--- src/rtl/rtc_counter_match_interrupt_defines.svh ---
// Assertion macros shared by the RTC counter RTL files.
// Included by files that carry concurrent checks; no other dependencies.
`ifndef RTC_COUNTER_MATCH_INTERRUPT_DEFINES_SVH
`define RTC_COUNTER_MATCH_INTERRUPT_DEFINES_SVH
`ifndef SYNTHESIS
// check on every edge outside reset
`define RCMI_ASSERT(name, prop, msg) \
  name: assert property (@(posedge clk) disable iff (!rst_n) prop) else $error(msg);
// check on every edge, reset included
`define RCMI_ASSERT_ALWAYS(name, prop, msg) \
  name: assert property (@(posedge clk) prop) else $error(msg);
`else
`define RCMI_ASSERT(name, prop, msg)
`define RCMI_ASSERT_ALWAYS(name, prop, msg)
`endif
`endif

--- src/rtl/rcmi_pkg.sv ---
// Package for the RTC counter with match interrupt: codes, bit positions, item types.
// No dependencies; used by the interfaces, the register file and the top level.
package rcmi_pkg;

  localparam int COUNT_WIDTH_DEF = 32;
  localparam int DATA_W          = 32;
  localparam int ACT_W           = 2;
  localparam int OFF_W           = 3;
  localparam int CTL_W           = 4;

  localparam logic [DATA_W-1:0] VERSION_WORD = 32'h3230_332a;

  // control bit positions
  localparam int CTL_WRAP = 3;
  localparam int CTL_EN   = 2;
  localparam int CTL_MASK = 1;
  localparam int CTL_IEN  = 0;

  typedef enum logic [ACT_W-1:0] {
    ACT_TICK  = 2'd0,
    ACT_READ  = 2'd1,
    ACT_WRITE = 2'd2
  } action_t;

  typedef enum logic [OFF_W-1:0] {
    OFF_COUNT   = 3'd0,
    OFF_MATCH   = 3'd1,
    OFF_LOAD    = 3'd2,
    OFF_CONTROL = 3'd3,
    OFF_STATUS  = 3'd4,
    OFF_RAW     = 3'd5,
    OFF_EOI     = 3'd6,
    OFF_VERSION = 3'd7
  } reg_offset_t;

  typedef struct packed {
    logic [ACT_W-1:0]  action;
    logic [OFF_W-1:0]  reg_offset;
    logic [DATA_W-1:0] write_value;
  } item_t;

  typedef struct packed {
    logic              fire;
    item_t             item;
  } step_t;

  typedef struct packed {
    logic [DATA_W-1:0] read_value;
    logic              irq_line;
  } result_t;

endpackage

--- src/rtl/rcmi_if.sv ---
// Valid/ready channel interfaces for the RTC counter: request beats and result beats.
// Depends on rcmi_pkg for field widths.
interface rcmi_in_if;
  import rcmi_pkg::*;
  logic              valid;
  logic              ready;
  logic [ACT_W-1:0]  action;
  logic [OFF_W-1:0]  reg_offset;
  logic [DATA_W-1:0] write_value;

  modport source (output valid, output action, output reg_offset, output write_value,
                  input ready);
  modport sink   (input valid, input action, input reg_offset, input write_value,
                  output ready);
endinterface

interface rcmi_out_if;
  import rcmi_pkg::*;
  logic              valid;
  logic              ready;
  logic [DATA_W-1:0] read_value;
  logic              irq_line;

  modport source (output valid, output read_value, output irq_line, input ready);
  modport sink   (input valid, input read_value, input irq_line, output ready);
endinterface

--- src/rtl/rtc_counter_match_interrupt.sv ---
// Top level of the RTC counter with match interrupt: input stage, register file, result stage.
// Depends on rcmi_pkg, rcmi_if and rcmi_regfile.
//
//   channel   dir   beat contents                        handshake
//   in_bus    in    action, reg_offset, write_value      valid/ready
//   out_bus   out   read_value, irq_line                 valid/ready
//
// One beat per clock sustained while out_bus is ready; requests and results are registered.
// The request register feeds the register file; its single-pass update sets the rate.
// A held result stalls the request stage only; one more request still lands behind it.
// Synchronous active-low reset clears both stage valid flags and the register file state.
`include "rtc_counter_match_interrupt_defines.svh"
module rtc_counter_match_interrupt #(
  parameter int COUNT_WIDTH = rcmi_pkg::COUNT_WIDTH_DEF
) (
  input  logic              clk,
  input  logic              rst_n,
  rcmi_in_if.sink           in_bus,
  rcmi_out_if.source        out_bus
);
  import rcmi_pkg::*;

  logic    s1_valid_r, s1_valid_nxt;
  item_t   s1_item_r;
  logic    out_valid_r, out_valid_nxt;
  result_t out_res_r;
  result_t res;
  step_t   step;
  logic    out_free;
  logic    s1_adv;
  logic    in_fire;

  assign out_free      = !out_valid_r || out_bus.ready;
  assign s1_adv        = s1_valid_r && out_free;
  assign in_bus.ready  = !s1_valid_r || s1_adv;
  assign in_fire       = in_bus.valid && in_bus.ready;
  assign s1_valid_nxt  = in_fire || (s1_valid_r && !s1_adv);
  assign out_valid_nxt = s1_adv || (out_valid_r && !out_bus.ready);

  assign step.fire = s1_adv;
  assign step.item = s1_item_r;

  rcmi_regfile #(
    .COUNT_WIDTH (COUNT_WIDTH)
  ) u_regfile (
    .clk    (clk),
    .rst_n  (rst_n),
    .step   (step),
    .result (res)
  );

  always_ff @(posedge clk) begin
    if (!rst_n) begin
      s1_valid_r  <= 1'b0;
      out_valid_r <= 1'b0;
    end else begin
      s1_valid_r  <= s1_valid_nxt;
      out_valid_r <= out_valid_nxt;
    end
  end

  always_ff @(posedge clk) begin
    if (in_fire) begin
      s1_item_r.action      <= in_bus.action;
      s1_item_r.reg_offset  <= in_bus.reg_offset;
      s1_item_r.write_value <= in_bus.write_value;
    end
    if (s1_adv) begin
      out_res_r <= res;
    end
  end

  assign out_bus.valid      = out_valid_r;
  assign out_bus.read_value = out_res_r.read_value;
  assign out_bus.irq_line   = out_res_r.irq_line;

  `RCMI_ASSERT(a_stall_only_when_full, !in_bus.ready |-> s1_valid_r && out_valid_r,
               "request side stalled with room left")
  `RCMI_ASSERT(a_stage_drains, s1_valid_r && !out_valid_r |=> out_valid_r,
               "request stage did not move into a free result stage")
  `RCMI_ASSERT_ALWAYS(a_reset_empties, !rst_n |=> !s1_valid_r && !out_valid_r,
                      "reset left a stage occupied")

endmodule

--- src/rtl/rcmi_regfile.sv ---
// Counter, match, load and control registers with the raw interrupt flag.
// Applies one request beat per step and returns its result; depends on rcmi_pkg.
`include "rtc_counter_match_interrupt_defines.svh"
module rcmi_regfile #(
  parameter int COUNT_WIDTH = rcmi_pkg::COUNT_WIDTH_DEF
) (
  input  logic              clk,
  input  logic              rst_n,
  input  rcmi_pkg::step_t   step,
  output rcmi_pkg::result_t result
);
  import rcmi_pkg::*;

  logic [COUNT_WIDTH-1:0] count_r, count_nxt;
  logic [COUNT_WIDTH-1:0] match_r, match_nxt;
  logic [COUNT_WIDTH-1:0] load_r, load_nxt;
  logic [CTL_W-1:0]       ctl_r, ctl_nxt;
  logic                   raw_r, raw_nxt;
  logic [COUNT_WIDTH-1:0] count_inc;
  logic [COUNT_WIDTH-1:0] wdata;
  logic [DATA_W-1:0]      rdata;

  assign count_inc = count_r + COUNT_WIDTH'(1);
  assign wdata     = COUNT_WIDTH'(step.item.write_value);

  always_comb begin
    count_nxt = count_r;
    match_nxt = match_r;
    load_nxt  = load_r;
    ctl_nxt   = ctl_r;
    raw_nxt   = raw_r;
    rdata     = '0;
    if (step.fire) begin
      unique case (step.item.action)
        ACT_TICK: begin
          if (ctl_r[CTL_EN]) begin
            count_nxt = count_inc;
            if (count_inc == match_r && ctl_r[CTL_IEN]) begin
              raw_nxt = 1'b1;
              if (ctl_r[CTL_WRAP]) begin
                count_nxt = '0;
              end
            end
          end
        end
        ACT_READ: begin
          unique case (reg_offset_t'(step.item.reg_offset))
            OFF_COUNT:   rdata = DATA_W'(count_r);
            OFF_MATCH:   rdata = DATA_W'(match_r);
            OFF_LOAD:    rdata = DATA_W'(load_r);
            OFF_CONTROL: rdata = DATA_W'(ctl_r);
            OFF_STATUS:  rdata = DATA_W'(raw_r && !ctl_r[CTL_MASK]);
            OFF_RAW:     rdata = DATA_W'(raw_r);
            OFF_EOI:     raw_nxt = 1'b0;
            OFF_VERSION: rdata = VERSION_WORD;
          endcase
        end
        ACT_WRITE: begin
          unique case (reg_offset_t'(step.item.reg_offset))
            OFF_MATCH: match_nxt = wdata;
            OFF_LOAD: begin
              load_nxt  = wdata;
              count_nxt = wdata;
            end
            OFF_CONTROL: begin
              ctl_nxt = step.item.write_value[CTL_W-1:0];
              if (!step.item.write_value[CTL_EN]) begin
                raw_nxt = 1'b0;
              end
            end
            OFF_COUNT, OFF_STATUS, OFF_RAW, OFF_EOI, OFF_VERSION: begin
            end
          endcase
        end
        default: begin
        end
      endcase
    end
  end

  assign result.read_value = rdata;
  assign result.irq_line   = raw_nxt && !ctl_nxt[CTL_MASK];

  always_ff @(posedge clk) begin
    if (!rst_n) begin
      count_r <= '0;
      match_r <= '0;
      load_r  <= '0;
      ctl_r   <= '0;
      raw_r   <= 1'b0;
    end else begin
      count_r <= count_nxt;
      match_r <= match_nxt;
      load_r  <= load_nxt;
      ctl_r   <= ctl_nxt;
      raw_r   <= raw_nxt;
    end
  end

  `RCMI_ASSERT(a_disable_clears_flag, step.fire && step.item.action == ACT_WRITE && step.item.reg_offset == OFF_CONTROL && !step.item.write_value[CTL_EN] |=> !raw_r, "control write without enable left the flag set")
  `RCMI_ASSERT(a_eoi_clears_flag, step.fire && step.item.action == ACT_READ && step.item.reg_offset == OFF_EOI |=> !raw_r, "end-of-interrupt read left the flag set")
  `RCMI_ASSERT(a_wrap_restarts, step.fire && step.item.action == ACT_TICK && ctl_r == CTL_W'(4'hf) && count_inc == match_r |=> count_r == '0 && raw_r, "match with wrap did not restart the count")
  `RCMI_ASSERT(a_idle_holds, !step.fire |=> $stable(count_r) && $stable(raw_r) && $stable(ctl_r), "state moved without a beat")

endmodule
--- src/flat_wrapper.sv ---
// flat-port wrapper written by rule: the top's interface ports become plain ports
module rtc_counter_match_interrupt_flat import rcmi_pkg::*;
#(
  parameter int COUNT_WIDTH = rcmi_pkg::COUNT_WIDTH_DEF
)
  (clk, rst_n, in_bus_valid, in_bus_action, in_bus_reg_offset, in_bus_write_value, in_bus_ready, out_bus_valid, out_bus_read_value, out_bus_irq_line, out_bus_ready);
  rcmi_in_if in_bus_i ();
  rcmi_out_if out_bus_i ();
  input  logic clk;
  input  logic rst_n;
  input wire logic [$bits(in_bus_i.valid)-1:0] in_bus_valid;
  input wire logic [$bits(in_bus_i.action)-1:0] in_bus_action;
  input wire logic [$bits(in_bus_i.reg_offset)-1:0] in_bus_reg_offset;
  input wire logic [$bits(in_bus_i.write_value)-1:0] in_bus_write_value;
  output wire logic [$bits(in_bus_i.ready)-1:0] in_bus_ready;
  output wire logic [$bits(out_bus_i.valid)-1:0] out_bus_valid;
  output wire logic [$bits(out_bus_i.read_value)-1:0] out_bus_read_value;
  output wire logic [$bits(out_bus_i.irq_line)-1:0] out_bus_irq_line;
  input wire logic [$bits(out_bus_i.ready)-1:0] out_bus_ready;
  assign in_bus_i.valid = in_bus_valid;
  assign in_bus_i.action = in_bus_action;
  assign in_bus_i.reg_offset = in_bus_reg_offset;
  assign in_bus_i.write_value = in_bus_write_value;
  assign in_bus_ready = in_bus_i.ready;
  assign out_bus_valid = out_bus_i.valid;
  assign out_bus_read_value = out_bus_i.read_value;
  assign out_bus_irq_line = out_bus_i.irq_line;
  assign out_bus_i.ready = out_bus_ready;
  rtc_counter_match_interrupt #(.COUNT_WIDTH(COUNT_WIDTH)) u_core (.clk(clk), .rst_n(rst_n), .in_bus(in_bus_i), .out_bus(out_bus_i));
endmodule
--- config.mk ---
export PLATFORM = sky130hd
export DESIGN_NAME = rtc_counter_match_interrupt_flat
export DESIGN_NICKNAME = d
export VERILOG_FILES = /design/src/rtl/rcmi_pkg.sv /design/src/rtl/rcmi_if.sv /design/src/rtl/rtc_counter_match_interrupt.sv /design/src/rtl/rcmi_regfile.sv /design/src/flat_wrapper.sv
export VERILOG_INCLUDE_DIRS = /design/src /design/src/rtl
export SDC_FILE = /design/constraint.sdc
export NUM_CORES = 1
export LEC_CHECK = 0
export BUFFER_PORTS_ARGS = -buffer_cell sky130_fd_sc_hd__clkbuf_2
export CAP_MARGIN = 5
export CORE_UTILIZATION = 60
export CTS_CLUSTER_DIAMETER = 200
export DETAILED_ROUTE_END_ITERATION = 8
export PLACE_DENSITY = 0.8
export SETUP_SLACK_MARGIN = 0.1
export SLEW_MARGIN = 30
export SYNTH_ARGS = -nofsm -noshare
export SYNTH_HDL_FRONTEND = slang
export SYNTH_SLANG_ARGS = --single-unit
--- constraint.sdc ---
create_clock -name clk -period 5.13 [get_ports clk]
set_input_delay 0.2565 -clock clk [delete_from_list [all_inputs] [get_ports clk]]
set_output_delay 0.2565 -clock clk [all_outputs]
set_load 0.02 [all_outputs]
### After elaboration in Yosys (flattened, before gate mapping)

Cells that the tools add are included.

| cells by class | value |
|---|---|
| $add $sub $neg | 1 |
| eq/ne operators | 12 |
| muxes and demuxes | 16 |
| reduce and logical (&&, ||, !) cells | 24 |

Operators with widths:

| cell | count |
|---|---|
| 32-bit case mux with 7 select lines | 1 |
| 32-bit two-way mux | 4 |
| 32-bit case mux with 2 select lines | 1 |
| 32-bit by 1-bit adder with 32-bit output (second input constant) | 1 |
| 32-bit == test | 1 |
| 3-bit == test (second input constant) | 4 |
| 3-bit AND reduction | 3 |
| 1-bit logical AND | 7 |
| 3-bit by 2-bit == test with 1-bit output (second input constant) | 2 |
| 1-bit logical NOT | 6 |
| 1-bit two-way mux | 6 |
| 2-bit two-way mux | 3 |
| 1-bit logical OR | 4 |
| 4-bit AND reduction | 1 |
| 3-bit by 1-bit == test with 1-bit output (second input constant) | 1 |
| 3-bit logical NOT | 1 |
| 1-bit case mux with 3 select lines | 1 |
| 2-bit by 1-bit == test with 1-bit output (second input constant) | 1 |
| 2-bit == test (second input constant) | 1 |
| 2-bit logical NOT | 1 |
| 2-bit by 1-bit != test with 1-bit output (second input constant) | 1 |
| 2-bit != test (second input constant) | 1 |
| 2-bit nonzero test | 1 |

| storage, ports and cells | value |
|---|---|
| register bits | 173 |
| input bits | 41 |
| word-level logic and storage cells | 66 |

### Depth between registers and ports, before layout

| depth | value |
|---|---|
| depth in word-level cells | 8 |
| depth in mapped cells | 12 |
| depth with buffers taken out | 10 |

### Hierarchy

From an unflattened synthesis, not the netlist that was laid out.

| second synthesis, totals | value |
|---|---|
| cell total of the unflattened synthesis | 967 |
| area total of the unflattened synthesis | 8,720.9 sq um |

Modules (own cells, without submodules):

| module | times used | cells each | area each (sq um) |
|---|---|---|---|
| rcmi_regfile | 1 | 888 | 6,515.0 |
| rtc_counter_match_interrupt | 1 | 79 | 2,205.9 |

### Least setup slack after synthesis

OpenSTA, ideal clock, no wires.

| path | value |
|---|---|
| path kind | register to register |
| start point | register u_core.out_valid_r, in the netlist u_core.out_bus.valid |
| end point | register u_core.u_regfile.count_r[4] |
| arrival | 3.801 ns |
| required time | 5.038 ns |
| slack | 1.236 ns |
| cell stages (with the launch flop) | 10 |
| period minus slack after synthesis | 3.894 ns |
| cell sequence | dfxtp_1 > nor2b_1 > nor2b_1 > nor3b_1 > nand2_1 > and2_1 > clkbuf_1 > clkbuf_1 > clkbuf_1 > o32ai_1 |

| between the ends | value |
|---|---|
| word-level cells in the longest chain between the ends | 4 |

Ends and longest elaborated chain:

| item | RTL line | source |
|---|---|---|
| start: declaration | rtc_counter_match_interrupt.sv:25 | `logic out_valid_r, out_valid_nxt;` |
| start signal: assignment | rtc_counter_match_interrupt.sv:58 | `out_valid_r <= out_valid_nxt;` |
| 1-bit logical NOT | rtc_counter_match_interrupt.sv:33 | `assign out_free = !out_valid_r \|\| out_bus.ready;` |
| 1-bit logical OR | rtc_counter_match_interrupt.sv:33 |  |
| 1-bit logical AND | rtc_counter_match_interrupt.sv:34 | `assign s1_adv = s1_valid_r && out_free;` |
| named net u_core.s1_adv | rtc_counter_match_interrupt.sv:30 | `logic s1_adv;` |
| 4-bit AND reduction (no source line) | - |  |
| end signal: assignment | rcmi_regfile.sv:92 | `count_r <= count_nxt;` |
| end: declaration | rcmi_regfile.sv:14 | `logic [COUNT_WIDTH-1:0] count_r, count_nxt;` |

The timed path passes the listed nets, and every way through them passes these cells.
A chain may end at the register's enable or synchronous reset.

### Final worst setup path

| path | value |
|---|---|
| start point | register u_core.u_regfile.count_r[0] |
| end point | register u_core.u_regfile.count_r[10] |

| between the ends | value |
|---|---|
| word-level cells in the longest chain between the ends | 6 |
| elaborated cells between the ends (all ways) | 7 |
| classes of those cells | add/sub (1); eq/ne (1); mux (4); reduce/logical (1) |

Ends and longest elaborated chain:

| item | RTL line | source |
|---|---|---|
| 32-bit by 1-bit adder with 32-bit output (*) | rcmi_regfile.sv:23 | `assign count_inc = count_r + COUNT_WIDTH'(1);` |
| 32-bit == test | rcmi_regfile.sv:38 | `if (count_inc == match_r && ctl_r[CTL_IEN]) begin` |
| 1-bit logical AND | rcmi_regfile.sv:38 |  |
| 32-bit two-way mux (*) | rcmi_regfile.sv:38 |  |
| 32-bit two-way mux (*) | rcmi_regfile.sv:36 | `if (ctl_r[CTL_EN]) begin` |
| 32-bit case mux with 2 select lines (*) | rcmi_regfile.sv:34 | `unique case (step.item.action)` |

Every way passes the cells marked *; elsewhere a longest branch is shown, timed or not. The select of a mux whose other input is x is not followed.

==> impl_results.md <==
* Run status: complete, no violations
* Num ports at 76
* Routed Antenna Nets at 0
* Post-synth ARST share at 0%
* Sum of internal, switching and leakage power at 2.938 mW
* Least-Margin Pin Slew at 0.9815 ns
* Cell class contributing the biggest share of worst-path delay: simple AND/OR/NAND/NOR gates
* Final net count at between 1,000 and 1,500
* Peak supply drop at 325.8 uV
* Startpoint class of the critical path: register
* Number of hold violations in the final report at 0
* WHS at 0.05021 ns
* Total die area at roughly 15,000 um^2
* Netlist area before placement at 8837 um^2
* Final critical delay including setup and external delays at 4.078 ns
* DIE HEIGHT at 123.4 um
* Largest driver fanout on the critical path at 17
* Diode insertion count for antenna repair at 0
* Primary FF master, synth: sky130_fd_sc_hd__dfxtp_1
* Placer Congestion at 0.9649
* Leading cell type in the layout, fill and taps excluded: sky130_fd_sc_hd__nand2_1
* Cell-by-cell trace of the critical path: ha_1 > nand3_1 > nor3_1 > nand4_1 > xnor2_1 > or4_1 > nor4_2 > nand3_2 > a32oi_1 > a31oi_1
* Via density at 6.461
* Maximum number of pins on one net before global-route repair at 60
* Placeable core region at between 10,000 and 15,000 um^2
* Proportion of layout cells with a drive suffix above 1 at 14.62%
* Worst path buffer plus inverter count at 0
* Nets in the synthesized netlist at 1,047
* CTS clock-pin slew for the worst setup and hold paths at 0.07 ns
* Final routed DRC violation total at 0
* Number of antenna violations at the first check in global routing at 0
* Power per Cell Area at 290.3 nW/um^2
* Layout-stage area growth over the synthesis result at 14.51%
* Crit Path Category: reg -> reg
* Grt total ovfl at 0
* Final-report max-slew violation count at 0
* Period Utilization, post-route at 79.50%
* Max stage delay on crit path at 0.62 ns
* Critical Path Slowest Stage Cell: sky130_fd_sc_hd__nor3_1
* Sequential-to-total area share from yosys stat at 47.12%
* Arrival time at the worst endpoint at roughly 4.4 ns
* Static leakage power at ~3.7 nW
* Setup-failing EPs final at 0
* Detail-routed net length per standard cell at between 15 and 20 um
* Number of DRC violations after detailed-routing iteration 0 at 830
* Avg Cell Area, Syn at 8.793 um^2
* Max-cap check violation count at 0
* Headroom to the max-slew limit at 34.56%
* RSZ-0062 raised after global routing: false
* # resized after CTS at 0
* Half-perimeter wire length after detailed placement at 15,690 um
* Gate count after technology mapping at 1,005
* Critical path required time at 5.41 ns
* Number of clock sinks at 173
* Fillers at approximately 1,100
* Clock tree from TritonCTS: built
* Wire length of the first global-routing pass at 38,510 um
* Num rows at 43
* Die width at between 100 and 150 um
* Total iterations of the first detailed-routing run at 5
* Via count of the first global-routing pass at approximately 7,600
* H-tree lvl count at 4
* Pre-CTS worst setup slack at 1.148 ns
* Register bit count reported by yosys at 173
* Maximum clock rate at 0.2452 GHz
* Post-layout worst setup margin at around 1.1 ns
* Commonest cells after routing, fill and taps aside: sky130_fd_sc_hd__nand2_1 (182), sky130_fd_sc_hd__dfxtp_1 (103), sky130_fd_sc_hd__a21oi_1 (96)
* Post-Route Setup TNS at 0 ns
* Post-route clock skew at 0.007957 ns
* Syn. warnings at 0
* Clock root cell: sky130_fd_sc_hd__clkbuf_16
* Total via count after detailed routing at about 8,100
* Number of CTS-inserted buffers at 17
* Class of the tightest hold or removal check: in -> reg
* Number of buffers inserted by port buffering at 75
* Count of different cell masters after synthesis at 69
* Post-Route WL at 24,740 um
* Post-placement cell area at 9183 um^2
* Endpoint class of the critical path: register
* Global-route total usage across every layer at approximately 34%
* Post-layout instance area at slightly above 10,000 um^2
* Clock latency at the later pin of the worst-skew pair at 0.43 ns
* Number of flops mapped to enable cells by yosys at 70
* Setup slack of the worst register-to-register path at about 1.1 ns
* Initial core utilization at 62.45%
* Max Buffers Root-to-Sink at 2
[through the flow]
step,utilization [%],instances
4_1_cts,71.22,1250
6_report,71.52,1254
3_3_place_gp,64.88,1185
3_5_place_dp,64.90,1185
5_1_grt,71.52,1254
2_1_floorplan,-,1005
[cells in the mapped netlist, drive strengths merged (16+ instances only)]
master,n,area [um^2]
a21oi,96,480.5
a22oi,16,120.1
a31oi,28,175.2
and3,24,150.1
buf,26,132.6
clkbuf,60,225.2
dfxtp,103,2062
edfxtp,70,2102
mux2i,27,270.3
nand2,182,683.2
nand3,33,175.2
nand4,20,137.6
nor2,85,319.1
nor3,20,100.1
nor4,19,146.4
o21ai,27,135.1
xnor2,24,210.2
xor2,16,140.1
[what timing repair did]
item                      4_1_cts  5_1_grt
setup buffers                   0        0
hold buffers                   33        4
hold endpoints to repair       33        4
[logic make-up (layout without fill, tap and decap cells)]
logic type               Yosys count  after routing  share of synthesized area, %
multiplexers                      39             39                         4.715
XOR/XNOR                          40             40                         3.964
adder cells (fa/ha/maj)            1              1                        0.1416
AO/OA/AOI/OAI                    218            218                         15.31
buffers and inverters             95            164                         4.432
AND/OR/NAND/NOR                  439            439                         24.32
flip-flops                       173            173                         47.12
[cell type report]
| class | count | area, um^2 | area share [%] |
|---|---|---|---|
| Multi-Input combinational cell | 737 | 4302 | 42.51 |
| Sequential cell | 173 | 4164 | 41.15 |
| Timing Repair Buffer | 123 | 828.3 | 8.185 |
| Clock buffer | 17 | 425.4 | 4.204 |
| Tap cell | 180 | 225.2 | 2.226 |
| Clock inverter | 15 | 138.9 | 1.372 |
| Inverter | 9 | 36.28 | 0.3586 |
[power by group]
part | internal [mW] | switching, mW | total, mW
Clock | 0.675 | 0.570 | 1.24
Combinational | 0.0741 | 0.123 | 0.197
Sequential | 1.47 | 0.0292 | 1.50
Total | 2.22 | 0.722 | 2.94
[flip-flops by register name, indices dropped and copies added (netlist names)]
signal                     flops
u_core.u_regfile.load_r       32
u_core.out_bus.valid           1
u_core.out_bus.read_value     32
u_core.u_regfile.ctl_r         4
u_core.u_regfile.count_r      32
u_core.s1_item_r              37
u_core.s1_valid_r              1
u_core.u_regfile.match_r      32
u_core.u_regfile.raw_r         1
u_core.out_bus.irq_line        1
[layer usage]
metal	GRT usage, %	wire (um)	vias up
li1	-	-	3722
met1	41.98	9789	3892
met2	54.54	11820	421
met3	7.611	2087	67
met4	17.47	1040	0
met5	0	0	-
[worst reg2reg max path, delay by kind of cell (launching register included)]
family          cells  cell delay, ns
compound gates      2            0.45
simple gates        6            2.53
fa+ha+maj           1            0.30
xor+xnor            1            0.22
flops               1            0.44
[worst paths after layout]
kind                                                 start                                        end  depth (start not counted)
setup / recovery  u_core.u_regfile.count_r[0]$_SDFFE_PN0P_  u_core.u_regfile.count_r[10]$_SDFFE_PN0P_                         10
hold / removal                                in_bus_valid               u_core.s1_valid_r$_SDFF_PN0_                          3
hold reg to reg   u_core.u_regfile.load_r[16]$_SDFFE_PN0P_   u_core.u_regfile.load_r[16]$_SDFFE_PN0P_                          2
setup reg to reg  u_core.u_regfile.count_r[0]$_SDFFE_PN0P_  u_core.u_regfile.count_r[10]$_SDFFE_PN0P_                         10
(Power assumes the default switching activity.)
